[config.mk]
export PLATFORM = sky130hd
export DESIGN_NAME = free_distance_table_top
export DESIGN_NICKNAME = d
export VERILOG_FILES = /design/src/hw/rtl/fdt_pkg.sv /design/src/hw/rtl/fdt_decode.sv /design/src/hw/rtl/fdt_table.sv /design/src/hw/rtl/free_distance_table_top.sv
export SDC_FILE = /design/constraint.sdc
export NUM_CORES = 1
export LEC_CHECK = 0
export BUFFER_PORTS_ARGS = -buffer_cell sky130_fd_sc_hd__buf_2
export CAP_MARGIN = 25
export CORE_UTILIZATION = 25
export DETAILED_ROUTE_END_ITERATION = 6
export MAX_ROUTING_LAYER = met4
export PLACE_DENSITY = 0.37
export SETUP_SLACK_MARGIN = 0.4
export SLEW_MARGIN = 20
export SYNTH_ARGS = -nofsm -noshare
export SYNTH_HDL_FRONTEND = slang
export SYNTH_HIERARCHICAL = 1
export SYNTH_SLANG_ARGS = --single-unit
[constraint.sdc]
create_clock -name clock -period 4.3 [get_ports clock]
set_input_delay 0.215 -clock clock [delete_from_list [all_inputs] [get_ports clock]]
set_output_delay 0.215 -clock clock [all_outputs]
set_load 0.1 [all_outputs]
[src/hw/rtl/fdt_pkg.sv]
package fdt_pkg;

   // Defaults for the top-level parameters
   localparam int TABLE_ENTRIES_DEFAULT = 14;
   localparam int COUNT_BITS_DEFAULT    = 10;

   // Control/status register port
   localparam int CSR_DATA_BITS  = 10;
   localparam int CSR_INDEX_BITS = 1;

   typedef enum logic [CSR_INDEX_BITS-1:0] {
      CSR_SAMPLE_CUTOFF    = 1'b0,
      CSR_SATURATION_POINT = 1'b1
   } csr_index_type;

   localparam logic [CSR_DATA_BITS-1:0] SAMPLE_CUTOFF_RESET    = 10'd100;
   localparam logic [CSR_DATA_BITS-1:0] SATURATION_POINT_RESET = 10'd1023;

   // Request opcodes
   typedef enum logic {
      OP_UPDATE = 1'b0,
      OP_QUERY  = 1'b1
   } opcode_type;

   localparam int DISTANCE_BITS = 4;

   // Decoded request, held in the input register
   typedef struct packed {
      logic       valid;
      opcode_type opcode;
      logic       bad_distance;
   } op_type;

endpackage

[src/hw/rtl/fdt_decode.sv]
// Maps a signed distance to a table slot and flags zero / out-of-range values.
module fdt_decode #(
   parameter int TABLE_ENTRIES = fdt_pkg::TABLE_ENTRIES_DEFAULT,
   localparam int IDX_BITS     = $clog2(TABLE_ENTRIES)
) (
   input  logic signed [fdt_pkg::DISTANCE_BITS-1:0] distance,
   output logic [IDX_BITS-1:0]                     index,
   output logic                                    bad_distance
);

   localparam int HalfSpan = TABLE_ENTRIES / 2;

   int dist_int;
   int idx_int;

   always_comb begin
      dist_int = int'(distance);
      // negative distances fill the low half, positive the high half
      if (dist_int < 0) begin
         idx_int = dist_int + HalfSpan;
      end else begin
         idx_int = dist_int + HalfSpan - 1;
      end
      bad_distance = (dist_int == 0) || (dist_int < -HalfSpan) || (dist_int > HalfSpan)
                     || (idx_int < 0) || (idx_int >= TABLE_ENTRIES);
      index = idx_int[IDX_BITS-1:0];
   end

endmodule

[src/hw/rtl/fdt_table.sv]
// Counter table: increment with saturation, global halving, threshold query.
module fdt_table #(
   parameter int TABLE_ENTRIES = fdt_pkg::TABLE_ENTRIES_DEFAULT,
   parameter int COUNT_BITS    = fdt_pkg::COUNT_BITS_DEFAULT,
   localparam int IDX_BITS     = $clog2(TABLE_ENTRIES)
) (
   input  logic                               clock,
   input  logic                               reset,
   input  fdt_pkg::op_type                    op,
   input  logic [IDX_BITS-1:0]                index,
   input  logic [fdt_pkg::CSR_DATA_BITS-1:0]  sample_cutoff,
   input  logic [fdt_pkg::CSR_DATA_BITS-1:0]  saturation_point,
   output logic                               rsp_valid,
   output logic                               rsp_to_sampler,
   output logic                               rsp_bad_distance
);

   localparam int CmpBits = (COUNT_BITS > fdt_pkg::CSR_DATA_BITS) ?
                            COUNT_BITS : fdt_pkg::CSR_DATA_BITS;
   localparam logic [COUNT_BITS-1:0] CountMax = {COUNT_BITS{1'b1}};

   logic [COUNT_BITS-1:0] counts_ff [TABLE_ENTRIES];
   logic [COUNT_BITS-1:0] counts_in [TABLE_ENTRIES];
   logic                  valid_ff, valid_in;
   logic                  to_sampler_ff, to_sampler_in;
   logic                  bad_ff, bad_in;

   logic [COUNT_BITS-1:0] cur_count;
   logic [COUNT_BITS-1:0] inc_count;
   logic [CmpBits-1:0]    cur_wide;
   logic [CmpBits-1:0]    inc_wide;
   logic                  do_update;
   logic                  halve;

   always_comb begin
      cur_count = counts_ff[index];
      inc_count = (cur_count < CountMax) ? cur_count + 1'b1 : cur_count;
      cur_wide  = CmpBits'(cur_count);
      inc_wide  = CmpBits'(inc_count);
      do_update = op.valid && !op.bad_distance && (op.opcode == fdt_pkg::OP_UPDATE);
      halve     = do_update && (inc_wide == CmpBits'(saturation_point));

      for (int i = 0; i < TABLE_ENTRIES; i++) begin
         counts_in[i] = (do_update && (index == IDX_BITS'(i))) ? inc_count : counts_ff[i];
         if (halve) begin
            counts_in[i] = counts_in[i] >> 1;
         end
      end

      valid_in      = op.valid;
      bad_in        = op.bad_distance;
      to_sampler_in = op.valid && !op.bad_distance && (op.opcode == fdt_pkg::OP_QUERY)
                      && (cur_wide < CmpBits'(sample_cutoff));
   end

   always_ff @(posedge clock) begin
      if (reset) begin
         for (int i = 0; i < TABLE_ENTRIES; i++) begin
            counts_ff[i] <= '0;
         end
         valid_ff <= 1'b0;
      end else begin
         counts_ff <= counts_in;
         valid_ff  <= valid_in;
      end
      to_sampler_ff <= to_sampler_in;
      bad_ff        <= bad_in;
   end

   assign rsp_valid        = valid_ff;
   assign rsp_to_sampler   = to_sampler_ff;
   assign rsp_bad_distance = bad_ff;

endmodule

[src/hw/rtl/free_distance_table_top.sv]
// A taken request passes two stages: the request register, then the table update /
// response register, which drives the response strobe.
// Throughput: one request per cycle; busy is low except during reset.
// Reset (synchronous, active high) clears all counters, loads threshold 100 and
// saturation point 1023, and drops the response strobe.
// The response is held for exactly one cycle; the receiver cannot stall it.
module free_distance_table_top #(
   parameter int TABLE_ENTRIES = fdt_pkg::TABLE_ENTRIES_DEFAULT,
   parameter int COUNT_BITS    = fdt_pkg::COUNT_BITS_DEFAULT
) (
   input  logic                                    clock,
   input  logic                                    reset,
   // request channel
   input  logic                                    start,
   output logic                                    busy,
   input  logic                                    req_opcode,
   input  logic signed [fdt_pkg::DISTANCE_BITS-1:0] req_distance,
   // response channel
   output logic                                    rsp_valid,
   output logic                                    rsp_to_sampler,
   output logic                                    rsp_bad_distance,
   // register write port
   input  logic                                    csr_we,
   input  logic [fdt_pkg::CSR_INDEX_BITS-1:0]      csr_index,
   input  logic [fdt_pkg::CSR_DATA_BITS-1:0]       csr_wdata
);

   localparam int IdxBits = $clog2(TABLE_ENTRIES);

   // Config registers
   logic [fdt_pkg::CSR_DATA_BITS-1:0] threshold_ff, threshold_in;
   logic [fdt_pkg::CSR_DATA_BITS-1:0] sat_point_ff, sat_point_in;

   // Request register (decoded)
   fdt_pkg::op_type       op_ff, op_in;
   logic [IdxBits-1:0]    index_ff, index_in;

   logic                  accept;
   logic                  dec_bad;
   logic [IdxBits-1:0]    dec_index;

   // No back-pressure: a transfer is taken in every cycle outside reset in which start is high.
   assign busy   = reset;
   assign accept = start && !busy;

   fdt_decode #(
      .TABLE_ENTRIES (TABLE_ENTRIES)
   ) u_decode (
      .distance     (req_distance),
      .index        (dec_index),
      .bad_distance (dec_bad)
   );

   always_comb begin
      op_in.valid        = accept;
      op_in.opcode       = fdt_pkg::opcode_type'(req_opcode);
      op_in.bad_distance = dec_bad;
      index_in           = dec_index;

      threshold_in = threshold_ff;
      sat_point_in = sat_point_ff;
      if (csr_we) begin
         unique case (fdt_pkg::csr_index_type'(csr_index))
            fdt_pkg::CSR_SAMPLE_CUTOFF:    threshold_in = csr_wdata;
            fdt_pkg::CSR_SATURATION_POINT: sat_point_in = csr_wdata;
            default: ;
         endcase
      end
   end

   always_ff @(posedge clock) begin
      if (reset) begin
         threshold_ff <= fdt_pkg::SAMPLE_CUTOFF_RESET;
         sat_point_ff <= fdt_pkg::SATURATION_POINT_RESET;
         op_ff.valid  <= 1'b0;
      end else begin
         threshold_ff <= threshold_in;
         sat_point_ff <= sat_point_in;
         op_ff.valid  <= op_in.valid;
      end
      // payload, no reset needed
      op_ff.opcode       <= op_in.opcode;
      op_ff.bad_distance <= op_in.bad_distance;
      index_ff           <= index_in;
   end

   // Table stage: reads the slot combinationally and writes it at the same clock edge, so back-to-back
   // requests on the same distance always see the previous update.
   fdt_table #(
      .TABLE_ENTRIES (TABLE_ENTRIES),
      .COUNT_BITS    (COUNT_BITS)
   ) u_table (
      .clock              (clock),
      .reset              (reset),
      .op                 (op_ff),
      .index              (index_ff),
      .sample_cutoff      (threshold_ff),
      .saturation_point   (sat_point_ff),
      .rsp_valid          (rsp_valid),
      .rsp_to_sampler     (rsp_to_sampler),
      .rsp_bad_distance   (rsp_bad_distance)
   );

endmodule
==> results.cfg, run 1 <==
[status]
status = complete, but fails checks
violations = negative setup slack

[global_route]
first_global_vias = 9688
grt_start_max_net_pins = 57
grt_overflow = 0
grt_pass1_wl_um = 63700
grt_usage_pct = 21.6
antenna_found_initial = 3

[synth]
yosysUniqueCellTypes = 79
syn-num-nets = 1221
ys_ff_latch = 170
netlist_instances = 1188
seq_area_frac_synth_pct = 33.2
ys_warn_count = 6
synth_edf_count = 0
netlist_area_um2 = 10300
synthArstFlopShare_pct = 0
synth_ff_type = dfxtp_1
syn-mean-instance-area_um2 = 8.63

[final_layout]
final_nets = 1429
final_common_cell = buf_4
layout-drive-gt1-share_pct = 40.3
synthToLayoutAreaGrowth_pct = 43.9
final_cell_mix = buf_4, dfxtp_1, nand2_1
stdcell_count = 1935

[drt]
first_iter_violations = 716
viasPerCell = 5.10
via_count = 9866
ant_nets = 0
wl_per_cell_um = 22.3
routed_wl_um = 43200
drc = 0
dr.pass1.iters = 6

[placed_design]
hpwl_um = 28600
gp_congestion = 0.879
place_inst = 1839
place_ws_ns = -0.481
io_buffers = 23

[clock_network]
cts_tree = done
clk_latency_ns = 0.46
htree_levels = 4
clk_pin_slew_worst_paths_ns = 0.07
clockBufferDepth = 2
cts_root_buffer = clkbuf_16
cts_buffers = 17
cts.sinks = 170

[sta]
slew_viol_final = 0
slew_headroom_pct = 33.4
finalCriticalPeriod_ns = 4.33
setup_ws_ns = -0.0323
worstMarginPinSlew_ns = 0.995
finClkSkew_ns = 0.0177
post-route-period-util_pct = 101
tns_ns = -0.293
grt_setup_unrepaired = true
final-setup-viol-count = 20
fin_hold_ws_ns = 0.0321
hold_viol = 0
max_freq_mhz = 231

[die]
die_width_um = 205
num_io_pins = 24
start_util_pct = 25.6
rows = 73
core_area_um2 = 40100
die-area_um2 = 41800
die_height_um = 205

[pwr]
total_power_w = 0.00367
leakagePower_nw = 5.98
peakVddDrop_mv = 0.291
p_per_area_nw_per_um2 = 249

[worst_setup_path]
start_kind = register
r2r_setup_slack_ns = -0.03
required_ns = 4.64
path_class = register to register
crit_path_max_fanout = 6
reg2reg_depth = 17
crit_arrival_ns = 4.67
r2r_end = u_table/counts_ff[42]
worst_setup_path_end_kind = register
r2r-start = index_ff[0]

[job]
cap_violations = 0

[min_path]
hp-start = csr_wdata[5]
hold_depth = 3
hold_class = input port to register
min_to = sat_point_ff[5]
## flip-flops by register name (all words and copies together) (netlist names)
register,cells
u_table/rsp_bad_distance,1
sat_point_ff,10
u_table/rsp_to_sampler,1
u_table/counts_ff,140
u_table/rsp_valid,1
threshold_ff,10
op_ff,3
index_ff,4
## Yosys cell counts, drive strengths merged (8+ instances only)
master  instances  area share (%)
inv            27            0.99
ha             13             1.6
nand3          10            0.49
nand2         164             6.2
nor2          109             4.0
clkbuf         47             1.7
and3           16            0.98
a31o           26             2.2
nand2b         10            0.61
a211o          12             1.0
buf            39             2.7
a211oi         15             1.2
dfxtp         170              33
nor3b           8            0.63
a222oi          8            0.78
o21ai          35             1.7
mux2i          57             5.6
a22oi           8            0.59
mux4            8             1.8
nor3           43             2.1
a21o           19             1.4
mux2          107              13
nand4           8            0.49
a21oi         122             6.0
or2            14            0.85
## cells by family (layout without fill, tap and decap cells)
kind of cell,after synthesis,in the layout,share of synthesized area [%]
muxes,172,172,20.5
AOI/OAI and AO/OA,283,283,18.0
other,0,2,0
adders and majority gates,13,13,1.59
buffers and inverters,114,333,5.45
DFF,170,170,33.2
and+or+nand+nor,426,427,20.3
xor gates and xnor gates,10,10,1.00
## per-layer routing
layer  GRT usage (%)  share of wire, %  vias up  wire, um
li1                -                 -     4708         -
met1            28.9                48     4884     20800
met2            32.3                45      211     19600
met3            3.37               3.5       63      1530
met4            8.42               3.0        0      1290
met5               -                 0        -         0
## report_power, final
| group | switching, W | internal [W] |
|---|---|---|
| combinational | 0.000260 | 0.000204 |
| sequential | 0.0000249 | 0.00160 |
| clock | 0.000732 | 0.000859 |
## metrics by stage
stage | util (%) | cell area [um^2]
floorplan | - | 10400
global route | 36.8 | 14800
finish | 36.8 | 14800
detailed placement | 30.6 | 12300
global placement | 30.6 | 12300
CTS | 35.2 | 14100
## worst max-delay path by stage
stage,cells after the start,slack [ns],startpoint,end
6_report,17,-0.03,index_ff[0],u_table/counts_ff[42]
3_5_place_dp,15,-0.48,index_ff[1],u_table/counts_ff[61]
5_1_grt,17,-0.19,index_ff[1],u_table/counts_ff[92]
2_1_floorplan,21,-0.12,index_ff[1],u_table/counts_ff[61]
3_3_place_gp,20,-0.46,index_ff[3],u_table/counts_ff[57]
4_1_cts,17,-0.02,index_ff[0],u_table/counts_ff[22]
## final cells by class
class,count,area [um^2]
flip-flops and latches,170,3410
well taps,525,657
diodes,2,5.00
repair buffers,274,2780
clock inverters,12,143
multi-input cells,905,7230
clock buffers,19,433
inverters,28,105
fillers,4079,25300
## worst max-delay path: stages, from the launching register on
cell      delay [ns]
dfxtp_4         0.41
mux4_2          0.50
a22o_1          0.25
a211oi_2        0.29
inv_2           0.09
ha_4            0.17
nor3b_2         0.15
a22oi_2         0.18
o21a_4          0.20
nor4_4          0.05
or4b_4          0.52
and3b_2         0.26
nor4b_4         0.25
nand4_1         0.14
buf_6           0.18
buf_12          0.14
buf_16          0.14
mux2_4          0.29
## timing repair
| item | CTS | global route |
|---|---|---|
| cloned | 12 | 6 |
| endpoints found under the setup margin | 140 | 140 |
| resized for setup | 158 | 84 |
| hold endpoints to repair | 2 | 0 |
| setup buffers | 29 | 14 |
| pin swaps | 41 | 55 |
| hold buffers | 2 | 0 |
(Power assumes the default switching activity.)
==> inputs of run 2 (changes only) <==
Settings changed: PLACE_DENSITY 0.37 to 0.4.
==> results.cfg, run 2 (same netlist as run 1, synthesis figures left out) <==
[final_layout]
final_nets = 1358
final_common_cell = dfxtp_1
largest_register = u_table/counts_ff
final_cell_mix = dfxtp_1, nand2_1, buf_4
layout-drive-gt1-share_pct = 33.9
stdcell_area_um2 = 13700
synthToLayoutAreaGrowth_pct = 33.4
postLayoutCoreUtil_pct = 34.1
top_regs = u_table/counts_ff (140), sat_point_ff (10), threshold_ff (10)
n_antenna_cell = 0
filler_cell_count = 4116
largest_reg_flops = 140

[drt]
viasPerCell = 5.14
ant_nets = 0
dr.pass1.iters = 5
wl_per_cell_um = 22.0
routed_wl_um = 40900
first_iter_violations = 757
via_count = 9559
maxUsedRoutingLayer = met4
wl_met3_um = 1270
drc = 0
met1_length_um = 20200
wl_met2_um = 18600

[clock_network]
cts_root_buffer = clkbuf_16
cts_buffers = 17
clockBufferDepth = 2
htree_levels = 4
cts_tree = done
clk_latency_ns = 0.45
clk_pin_slew_worst_paths_ns = 0.07
cts.sinks = 170

[worst_setup_path]
start_kind = register
required_ns = 4.63
r2r_setup_slack_ns = 0.02
crit_family = simple AND/OR/NAND/NOR gates
slowest_stage = or4b_4
crit_arrival_ns = 4.60
worst_setup_path_end_kind = register
path_class = register to register
crit_cells = 17
cp_cell_sequence = mux4_2 -> a22o_1 -> a211oi_2 -> inv_2 -> ha_4 -> nor3b_4 -> a22oi_2 -> o21a_2 -> nor4_2 -> or4b_4 -> and3b_2 -> nor4b_4 -> and2_1 -> buf_6 -> nand2_8 -> buf_12 -> mux2_4
r2r-start = index_ff[0]
crit_path_max_fanout = 8
cpPeakStageDelay_ns = 0.55
critPathBufInv = 3
reg2reg_depth = 17
r2r_end = u_table/counts_ff[0]

[placed_design]
hpwl_um = 28300
placed_area_um2 = 11900
io_buffers = 23
place_ws_ns = -0.0574
gp_congestion = 0.926

[global_route]
first_global_vias = 9371
grt_usage_pct = 20.0
antenna_found_initial = 0
grt_start_max_net_pins = 111
grt_pass1_wl_um = 60000
grt_overflow = 0

[die]
core_area_um2 = 40100
die_height_um = 205
start_util_pct = 25.6
die_width_um = 205
num_io_pins = 24
rows = 73
die-area_um2 = 41800

[sta]
finClkSkew_ns = 0.0155
setup_ws_ns = 0.0231
worstMarginPinSlew_ns = 1.03
post-route-period-util_pct = 99.5
finalCriticalPeriod_ns = 4.28
tns_ns = 0
slew_viol_final = 0
slew_headroom_pct = 31.2
hold_viol = 0
max_freq_mhz = 234
fin_hold_ws_ns = 0.0483
final-setup-viol-count = 0
grt_setup_unrepaired = true

[min_path]
min_to = threshold_ff[5]
hp-start = csr_wdata[5]
hold_class = input port to register
hold_depth = 3

[status]
status = finished clean

[pwr]
p_per_area_nw_per_um2 = 264
peakVddDrop_mv = 0.279
leakagePower_nw = 5.49

[job]
cap_violations = 0
[run 2: cell count changes in the layout (fill, tap and decap cells not counted), moves of 12 or more]
cell     before  now
a21oi_2      26    8
mux2_2       40   52
buf_4       175  125
mux2_4       64   51
a21oi_1      96  114
buf_6        30   16
[run 2: area by class of cell]
| class | count | area (um^2) | share of cell area, % |
|---|---|---|---|
| Inverter | 28 | 105 | 0.768 |
| Multi-Input combinational cell | 905 | 6880 | 50.3 |
| Timing Repair Buffer | 203 | 2050 | 15.0 |
| Sequential cell | 170 | 3410 | 24.9 |
| Clock inverter | 10 | 119 | 0.869 |
| Clock buffer | 20 | 457 | 3.34 |
| Tap cell | 525 | 657 | 4.80 |
[run 2: through the flow]
stage	total power [W]	cells
2_1_floorplan	0.00190	1188
3_3_place_gp	0.00205	1797
3_5_place_dp	0.00205	1797
4_1_cts	0.00364	1842
5_1_grt	0.00375	1861
6_report	0.00362	1861
[run 2: how the worst max path moves through the flow]
| stage | startpoint | endpoint | slack [ns] |
|---|---|---|---|
| floorplan | index_ff[1] | u_table/counts_ff[61] | -0.12 |
| global placement | index_ff[2] | u_table/counts_ff[126] | -0.04 |
| detailed placement | index_ff[1] | u_table/counts_ff[136] | -0.06 |
| CTS | index_ff[0] | u_table/counts_ff[61] | 0.06 |
| global route | index_ff[0] | u_table/counts_ff[0] | -0.09 |
| finish | index_ff[0] | u_table/counts_ff[0] | 0.02 |
[run 2: where the power goes]
group	internal, W	switching [W]	leakage (nW)
sequential	0.00160	0.0000302	1.38
combinational	0.000174	0.000241	3.84
clock	0.000883	0.000692	0.275
[run 2: tightest hold or removal path, stage by stage]
cell and delay (ns):
buf_2 0.08, nor2_1 0.05, mux2i_1 0.11
[run 2: routing by layer]
layer / vias to the layer above / GRT usage, %
met3: 47 / 2.39
met2: 225 / 30.5
met5: - / -
met1: 4723 / 27.4
met4: 0 / 6.00
li1: 4564 / -
[run 2: repair_timing]
action,4_1_cts,5_1_grt
cloned,4,10
buffers inserted,9,9
gates resized for setup,44,104
hold endpoints to repair,2,0
setup endpoints to repair,140,140
hold buffers,2,0
pin swaps,10,16
